===== src/hdl/kufs_pkg.sv =====
// Shared types and field widths for the union-find edge stream unit.
`default_nettype none
package kufs_pkg;

  localparam int VERTEX_W = 7;
  localparam int COST_W   = 16;
  localparam int TOTAL_W  = 23;
  localparam int COUNT_W  = 7;
  localparam int VCOUNT_W = 8;
  localparam int IN_DATA_W  = 32;
  localparam int OUT_DATA_W = 32;
  localparam logic [VCOUNT_W-1:0] VCOUNT_RESET = 8'd128;

  typedef enum logic [2:0] {
    ST_CLEAR,
    ST_IDLE,
    ST_START,
    ST_WALK_A,
    ST_WALK_B,
    ST_DONE
  } state_t;

endpackage
`default_nettype wire


===== src/hdl/kufs_ram.sv =====
// Generic simple dual-port RAM with one write port and a registered read port.
`default_nettype none
module kufs_ram #(
  parameter int WIDTH = 8,
  parameter int DEPTH = 128
) (
  input  wire logic                     clk,
  input  wire logic                     wr_en,
  input  wire logic [$clog2(DEPTH)-1:0] wr_addr,
  input  wire logic [WIDTH-1:0]         wr_data,
  input  wire logic [$clog2(DEPTH)-1:0] rd_addr,
  output logic      [WIDTH-1:0]         rd_data
);

  logic [WIDTH-1:0] mem [DEPTH];

  always_ff @(posedge clk) begin
    if (wr_en) begin
      mem[wr_addr] <= wr_data;
    end
    rd_data <= mem[rd_addr];
  end

endmodule
`default_nettype wire


===== src/hdl/kruskal_union_find_edge_stream_unit.sv =====
// Union-find edge stream unit: spanning forest, running cost and tree edge count per edge.
//
// The user must send edges sorted by cost (the unit does not check this); each
// endpoint is walked to its root through the parent RAM (one entry per vertex,
// root flag plus parent index), one RAM read per step, and an edge joining two
// roots links the first root under the second. An edge passes through ST_START,
// ST_WALK_A, ST_WALK_B and ST_DONE (an edge with a bad vertex goes from ST_START
// straight to ST_DONE), and the next edge is taken only back in ST_IDLE; the walks
// through the single RAM read port set how long an edge holds the unit. After
// reset, and on every edge with first_edge set before its walks, a clearing pass
// writes all MAX_VERTICES entries as roots, one per cycle, while no edge is taken.
// A finished result waits in the output register while the next edge is accepted;
// a second finished result holds the unit until the first has left.
`default_nettype none
module kruskal_union_find_edge_stream_unit
  import kufs_pkg::*;
#(
  parameter int MAX_VERTICES = 128
) (
  input  wire logic                  clk,
  input  wire logic                  rst_n,
  input  wire logic                  cfg_wr_en,
  input  wire logic [VCOUNT_W-1:0]   cfg_wr_data,   // vertex_count
  input  wire logic                  in_tvalid,
  output logic                       in_tready,
  input  wire logic [IN_DATA_W-1:0]  in_tdata,      // vertex_a, vertex_b, edge_cost, pad
  input  wire logic [0:0]            in_tuser,      // first_edge
  output logic                       out_tvalid,
  input  wire logic                  out_tready,
  output logic [OUT_DATA_W-1:0]      out_tdata      // accepted, total_cost, tree_edges,
                                                    // bad_vertex
);

  localparam int AW = $clog2(MAX_VERTICES);
  localparam int CW = (AW + 1 > VCOUNT_W) ? AW + 1 : VCOUNT_W;
  localparam int EW = AW + 1;

  state_t                      state_r, state_nxt;
  logic [AW-1:0]               clr_idx_r, clr_idx_nxt;
  logic                        item_r, item_nxt;
  logic [VERTEX_W-1:0]         va_r, va_nxt, vb_r, vb_nxt;
  logic signed [COST_W-1:0]    cost_r, cost_nxt;
  logic [AW-1:0]               node_r, node_nxt;
  logic [AW-1:0]               ra_r, ra_nxt;
  logic [TOTAL_W-1:0]          cost_sum_r, cost_sum_nxt;
  logic [COUNT_W-1:0]          edge_count_r, edge_count_nxt;
  logic                        acc_r, acc_nxt, bad_r, bad_nxt;
  logic                        out_valid_r, out_valid_nxt;
  logic [OUT_DATA_W-1:0]       out_data_r, out_data_nxt;
  logic [VCOUNT_W-1:0]         vertex_count_r;

  logic                        mem_we;
  logic [AW-1:0]               mem_waddr;
  logic [EW-1:0]               mem_wdata;
  logic [EW-1:0]               mem_rdata;
  logic                        rd_root;
  logic [AW-1:0]               rd_parent;
  logic [CW-1:0]               va_ext, vb_ext, limit_ext, max_ext;
  logic                        va_ok, vb_ok;

  kufs_ram #(
    .WIDTH (EW),
    .DEPTH (MAX_VERTICES)
  ) u_parent_ram (
    .clk     (clk),
    .wr_en   (mem_we),
    .wr_addr (mem_waddr),
    .wr_data (mem_wdata),
    .rd_addr (node_nxt),
    .rd_data (mem_rdata)
  );

  assign rd_root   = mem_rdata[AW];
  assign rd_parent = mem_rdata[AW-1:0];

  assign va_ext    = CW'(va_r);
  assign vb_ext    = CW'(vb_r);
  assign limit_ext = CW'(vertex_count_r);
  assign max_ext   = CW'(MAX_VERTICES);
  assign va_ok     = (va_ext < limit_ext) && (va_ext < max_ext);
  assign vb_ok     = (vb_ext < limit_ext) && (vb_ext < max_ext);

  assign in_tready  = (state_r == ST_IDLE);
  assign out_tvalid = out_valid_r;
  assign out_tdata  = out_data_r;

  always_comb begin
    state_nxt      = state_r;
    clr_idx_nxt    = clr_idx_r;
    item_nxt       = item_r;
    va_nxt         = va_r;
    vb_nxt         = vb_r;
    cost_nxt       = cost_r;
    node_nxt       = node_r;
    ra_nxt         = ra_r;
    cost_sum_nxt   = cost_sum_r;
    edge_count_nxt = edge_count_r;
    acc_nxt        = acc_r;
    bad_nxt        = bad_r;
    out_valid_nxt  = out_valid_r;
    out_data_nxt   = out_data_r;
    mem_we         = 1'b0;
    mem_waddr      = clr_idx_r;
    mem_wdata      = {1'b1, {AW{1'b0}}};

    if (out_valid_r && out_tready) begin
      out_valid_nxt = 1'b0;
    end

    case (state_r)
      ST_CLEAR: begin
        mem_we      = 1'b1;
        clr_idx_nxt = clr_idx_r + 1'b1;
        if (clr_idx_r == AW'(MAX_VERTICES - 1)) begin
          clr_idx_nxt = '0;
          state_nxt   = item_r ? ST_START : ST_IDLE;
        end
      end
      ST_IDLE: begin
        if (in_tvalid) begin
          va_nxt   = in_tdata[VERTEX_W-1:0];
          vb_nxt   = in_tdata[2*VERTEX_W-1:VERTEX_W];
          cost_nxt = in_tdata[2*VERTEX_W+COST_W-1:2*VERTEX_W];
          item_nxt = 1'b1;
          if (in_tuser[0]) begin
            cost_sum_nxt   = '0;
            edge_count_nxt = '0;
            clr_idx_nxt    = '0;
            state_nxt      = ST_CLEAR;
          end else begin
            state_nxt = ST_START;
          end
        end
      end
      ST_START: begin
        acc_nxt = 1'b0;
        if (!(va_ok && vb_ok)) begin
          bad_nxt   = 1'b1;
          state_nxt = ST_DONE;
        end else begin
          bad_nxt   = 1'b0;
          node_nxt  = va_ext[AW-1:0];
          state_nxt = ST_WALK_A;
        end
      end
      ST_WALK_A: begin
        if (rd_root) begin
          ra_nxt    = node_r;
          node_nxt  = vb_ext[AW-1:0];
          state_nxt = ST_WALK_B;
        end else begin
          node_nxt = rd_parent;
        end
      end
      ST_WALK_B: begin
        if (rd_root) begin
          if (node_r != ra_r) begin
            mem_we         = 1'b1;
            mem_waddr      = ra_r;
            mem_wdata      = {1'b0, node_r};
            cost_sum_nxt   = cost_sum_r + TOTAL_W'(cost_r);
            edge_count_nxt = edge_count_r + 1'b1;
            acc_nxt        = 1'b1;
          end
          state_nxt = ST_DONE;
        end else begin
          node_nxt = rd_parent;
        end
      end
      ST_DONE: begin
        if (!out_valid_r || out_tready) begin
          out_valid_nxt = 1'b1;
          out_data_nxt  = {bad_r, edge_count_r, cost_sum_r, acc_r};
          item_nxt      = 1'b0;
          state_nxt     = ST_IDLE;
        end
      end
      default: begin
        state_nxt = ST_IDLE;
      end
    endcase
  end

  always_ff @(posedge clk) begin
    if (!rst_n) begin
      state_r        <= ST_CLEAR;
      clr_idx_r      <= '0;
      item_r         <= 1'b0;
      cost_sum_r     <= '0;
      edge_count_r   <= '0;
      out_valid_r    <= 1'b0;
      vertex_count_r <= VCOUNT_RESET;
    end else begin
      state_r      <= state_nxt;
      clr_idx_r    <= clr_idx_nxt;
      item_r       <= item_nxt;
      cost_sum_r   <= cost_sum_nxt;
      edge_count_r <= edge_count_nxt;
      out_valid_r  <= out_valid_nxt;
      if (cfg_wr_en) begin
        vertex_count_r <= cfg_wr_data;
      end
    end
    va_r       <= va_nxt;
    vb_r       <= vb_nxt;
    cost_r     <= cost_nxt;
    node_r     <= node_nxt;
    ra_r       <= ra_nxt;
    acc_r      <= acc_nxt;
    bad_r      <= bad_nxt;
    out_data_r <= out_data_nxt;
  end

  a_no_item_when_ready: assert property (@(posedge clk) disable iff (!rst_n)
    in_tready |-> !item_r)
    else $error("edge pending while input is ready");

  a_accept_not_bad: assert property (@(posedge clk) disable iff (!rst_n)
    out_valid_r |-> !(out_data_r[0] && out_data_r[OUT_DATA_W-1]))
    else $error("result both accepted and bad");

  a_link_counts: assert property (@(posedge clk) disable iff (!rst_n)
    (mem_we && state_r == ST_WALK_B) |=> edge_count_r == $past(edge_count_r) + 1'b1)
    else $error("link without edge count advance");

  a_write_states: assert property (@(posedge clk) disable iff (!rst_n)
    mem_we |-> (state_r == ST_CLEAR || state_r == ST_WALK_B))
    else $error("parent write outside clear or link");

endmodule
`default_nettype wire

===== config.mk =====
export PLATFORM = sky130hd
export DESIGN_NAME = kruskal_union_find_edge_stream_unit
export DESIGN_NICKNAME = d
export VERILOG_FILES = /design/src/hdl/kufs_pkg.sv /design/src/hdl/kufs_ram.sv /design/src/hdl/kruskal_union_find_edge_stream_unit.sv
export SDC_FILE = /design/constraint.sdc
export NUM_CORES = 2
export LEC_CHECK = 0
export ABC_AREA = 1
export BUFFER_PORTS_ARGS = -buffer_cell sky130_fd_sc_hd__buf_4
export CAP_MARGIN = 25
export CORE_MARGIN = 4
export CORE_UTILIZATION = 25
export CTS_CLUSTER_SIZE = 16
export DETAILED_ROUTE_END_ITERATION = 12
export SLEW_MARGIN = 5
export SYNTH_ARGS = -nofsm -noshare
export SYNTH_HDL_FRONTEND = slang
export SYNTH_SLANG_ARGS = --single-unit

===== constraint.sdc =====
create_clock -name clk -period 7.9 [get_ports clk]
set_input_delay 0.395 -clock clk [delete_from_list [all_inputs] [get_ports clk]]
set_output_delay 0.395 -clock clk [all_outputs]
set_load 0.05 [all_outputs]

==> impl_results.md <==
- Final Non-Filler Cells: 7,577
- Share of the synthesized area in the top cell type: 0.637
- Setup WS post-layout: 2.67 ns
- Max-slew violation count: 0
- Avg Cell Area, Syn: 10.8 sq um
- Setup Buffers After CTS: 0
- Flops & latches, synth: 1,160
- Crit Path Max Fanout: 66
- Worst slack, placed: 2.75 ns
- Leakage: 22.7 nW
- R2R Path Start: va_r[6]
- Wire length on met2: 63,600 um
- Clock network power share: 0.321
- First-pass GRT wire length: 209,000 um
- CP cell instances: ha_1, nand2_1, nor2_1, nor2_1, nand2_1, nand2_1, nand3_1, nand2_1, nand2_2, nand2_1, nand3_4, buf_4, buf_4, nand3_1, nand3_1, nand3_1, nand3_1, nand3_1, nand2_1, nand2_1, nand2_1
- RR Endpoint: u_parent_ram.rd_data[4]
- HP Start: out_tready
- # DRC: 0
- Met3 wire length: 9790 um
- Hold/Removal Path Class: input port to flip-flop
- GRT Resource Usage Total: 0.124
- Final period utilization: 0.662
- Syn Nets: 4,863
- Asr flop ratio synth: 0
- Uppermost layer routed: met4
- Setup violators final: 0
- I/O pin total: 80
- DR WL/cell: 18.2 um
- Synth Warn #: 0
- Crit path DAT: 5.91 ns
- Main synth FF type: edfxtp_1
- Post-DP HPWL: 76,300 um
- EDFF count, synth: 1,095
- Total grt overflow: 0
- Combinational power share: 0.299
- Initial Utilization: 0.252
- DIE HEIGHT: 463 um
- Synth area leaders: edfxtp_1, nand3_1, nand2_1, nand3b_1, inv_1
- Clock skew: 0.0533 ns
- Vias in the first global route: 33,767
- Crit-path most repeated cell: nand2_1
- Yosys cell types: 47
- H-tree levels: 3
- Crit. End Element: flip-flop
- Family with the most delay on the worst path: simple AND/OR/NAND/NOR gates
- Placed insts: 7,307
- CTS Sinks: 1,160
- DR vias: 35,067
- Mapped Cells: 4,780
- Placed cell area: 55,000 sq um
- Startpoint types: flip-flop
- Outcome: finished, final reports clean
- Share of cells above drive strength 1: 0.0747
- Max-cap violations: 0
- CTS tree: yes
- Rel. slew slack: 0.101
- Setup TNS: 0 ns
- Unrepaired setup endpoints after global routing: false
- Initial antenna violation count: 0
- Hold path depth: 3
- CTS hold repair buffers: 46
- Design Area, Final: 59,500 sq um
- CTS resizes: 0
- Die ar.: 214,000 sq um
- Max stage delay on crit path: 0.82 ns
- Drt pass-1 iters: 6
- Tightest Pin Transition: 1.35 ns
- 1st-iter DRT viols: 3,661
- Antenna Nets Post-Route: 0
- Worst EP required: 8.59 ns
- Min Tclk post-route: 5.23 ns
- R2r worst-path depth: 21
- Clock slew at reported path FFs: 0.06 ns
- Pwr Density: 303 nW/um^2
- Total power draw: 18.0 mW
- Largest net degree at the start of global routing: 187
- Final hold violations: 0
- Flop-to-flop setup slack: 2.67 ns
- Met1 Wirelength: 60,300 um
- Final net count: 4,872
- Flop pwr share: 0.380
- Psw: 6.32 mW
- Worst-Skew Late Latency: 0.77 ns
- PortBufs: 77
- Synth-to-Final Area Change: 15.1%
- Post-synth top area cell: edfxtp_1
- Final core utilization: 0.290
- Seq/Total Area, Yosys: 0.662
- Chip width: 463 um
- Total core area: 205,000 sq um
- Buf/Inv on CP: 2
- Internal power: 11.7 mW
- # rows: 166
- Sw frac: 0.351
- Num CTS Buffers: 121
- Crit path kind: flip-flop to flip-flop
- Worst VDD drop: 0.259 mV
- RD Place Congestion: 0.830
- Maximum clock path buffer count: 3
- FMAX: 191 MHz
- Slowest-stage cell, CP: buf_4
- Root Buffer Master: clkbuf_16
- Mapped cell area: 51,700 sq um
- Worst hold endpoint: out_tvalid
- Post-DR vias/cell: 4.63
- Drt total wl: 138,000 um
- Hold_ws: 0.0938 ns
[power groups by stage]
| stage | sequential [mW] | clock (mW) | combinational (mW) |
|---|---|---|---|
| floorplan | 6.93 | 0 | 3.62 |
| global placement | 6.97 | 0 | 5.26 |
| detailed placement | 6.97 | 0 | 5.32 |
| CTS | 6.84 | 5.86 | 5.36 |
| global route | 6.85 | 6.13 | 5.89 |
| finish | 6.85 | 5.77 | 5.38 |
[cell usage in the layout, fill, tap and decap left out, types with 3 or more instances in the layout]
cell type and n:
a211oi_1 3, a21oi_1 86, buf_12 11, buf_4 122, bufinv_16 15, clkbuf_1 27, clkbuf_16 123, clkinv_1 29
clkinv_16 3, clkinv_2 21, clkinv_8 3, dfxtp_1 65, dlygate4sd3_1 46, edfxtp_1 1095, ha_1 36, inv_1 586
inv_2 10, nand2_1 837, nand2_2 4, nand3_1 1071, nand3b_1 379, nand4_1 5, nor2_1 164, nor2_2 6
nor2_4 7, nor3_1 12, nor3_2 6, nor3b_1 4, o211ai_1 9, o21ai_0 47, o21ai_2 6, or2_2 7
xnor2_1 4, xor2_1 6
[tightest hold or removal path: stages]
cell	delay (ns)
buf_4	0.08
nor2_1	0.09
o21a_1	0.20
[cells in the mapped netlist, types with 3 or more instances]
library cell  count
edfxtp_1       1095
nand3_1        1072
nand2_1         839
inv_1           588
nand3b_1        379
nor2_1          171
buf_2           169
a21oi_1          86
clkbuf_1         82
dfxtp_1          65
o21ai_0          47
buf_1            38
ha_1             36
nor3_1           13
inv_2            12
o211ai_1          9
or2_2             7
o21ai_2           6
xor2_1            6
nand4_1           5
nor2_2            5
nor3_2            5
buf_4             4
clkinv_1          4
nor3b_1           4
xnor2_1           4
a211oi_1          3
[layer usage]
metal,vias to the layer above,track usage
li1,16447,-
met1,17113,0.169
met2,1259,0.197
met3,248,0.0212
met4,0,0.0449
met5,-,0
[sequential cells by signal, summed over array words and instances (netlist names), 3 cells and up]
signal / flops
edge_count_r: 7
state_r: 3
ra_r: 7
cost_r: 16
vb_r: 7
va_r: 7
cost_sum_r: 23
clr_idx_r: 7
u_parent_ram.mem: 1024
node_r: 7
u_parent_ram.rd_data: 8
limit_ext: 8
out_tdata: 32
[area by class of cell]
class / instances / area (sq um)
repair buffers: 180 / 1620
fillers: 20692 / 146000
clock buffers: 151 / 3190
well taps: 2688 / 3360
multi-input cells: 2722 / 14000
diodes: 1 / 2.50
inverters: 604 / 2280
flip-flops and latches: 1160 / 34200
clock inverters: 71 / 833
[worst max path at each step]
stage,start,to,slack [ns],cells past startpoint
4_1_cts,va_r[6],u_parent_ram.rd_data[4],2.73,21
3_5_place_dp,va_r[6],u_parent_ram.rd_data[4],2.75,21
6_report,va_r[6],u_parent_ram.rd_data[4],2.67,21
5_1_grt,vb_r[5],u_parent_ram.rd_data[6],2.45,20
3_3_place_gp,va_r[6],u_parent_ram.rd_data[4],2.77,21
2_1_floorplan,state_r[0],u_parent_ram.mem[0][5],0.97,5
[kinds of logic (layout without fill, tap and decap cells)]
| group | Yosys count | count (layout) | synth area share |
|---|---|---|---|
| XOR/XNOR | 10 | 10 | 0.00170 |
| AND/OR/NAND/NOR | 2511 | 2511 | 0.239 |
| buffers and inverters | 898 | 1006 | 0.0698 |
| AO/OA/AOI/OAI | 164 | 164 | 0.0185 |
| flip-flops | 1160 | 1160 | 0.662 |
| adder cells (fa/ha/maj) | 37 | 37 | 0.00911 |
| other | 0 | 1 | 0 |
(Power assumes the default switching activity.)
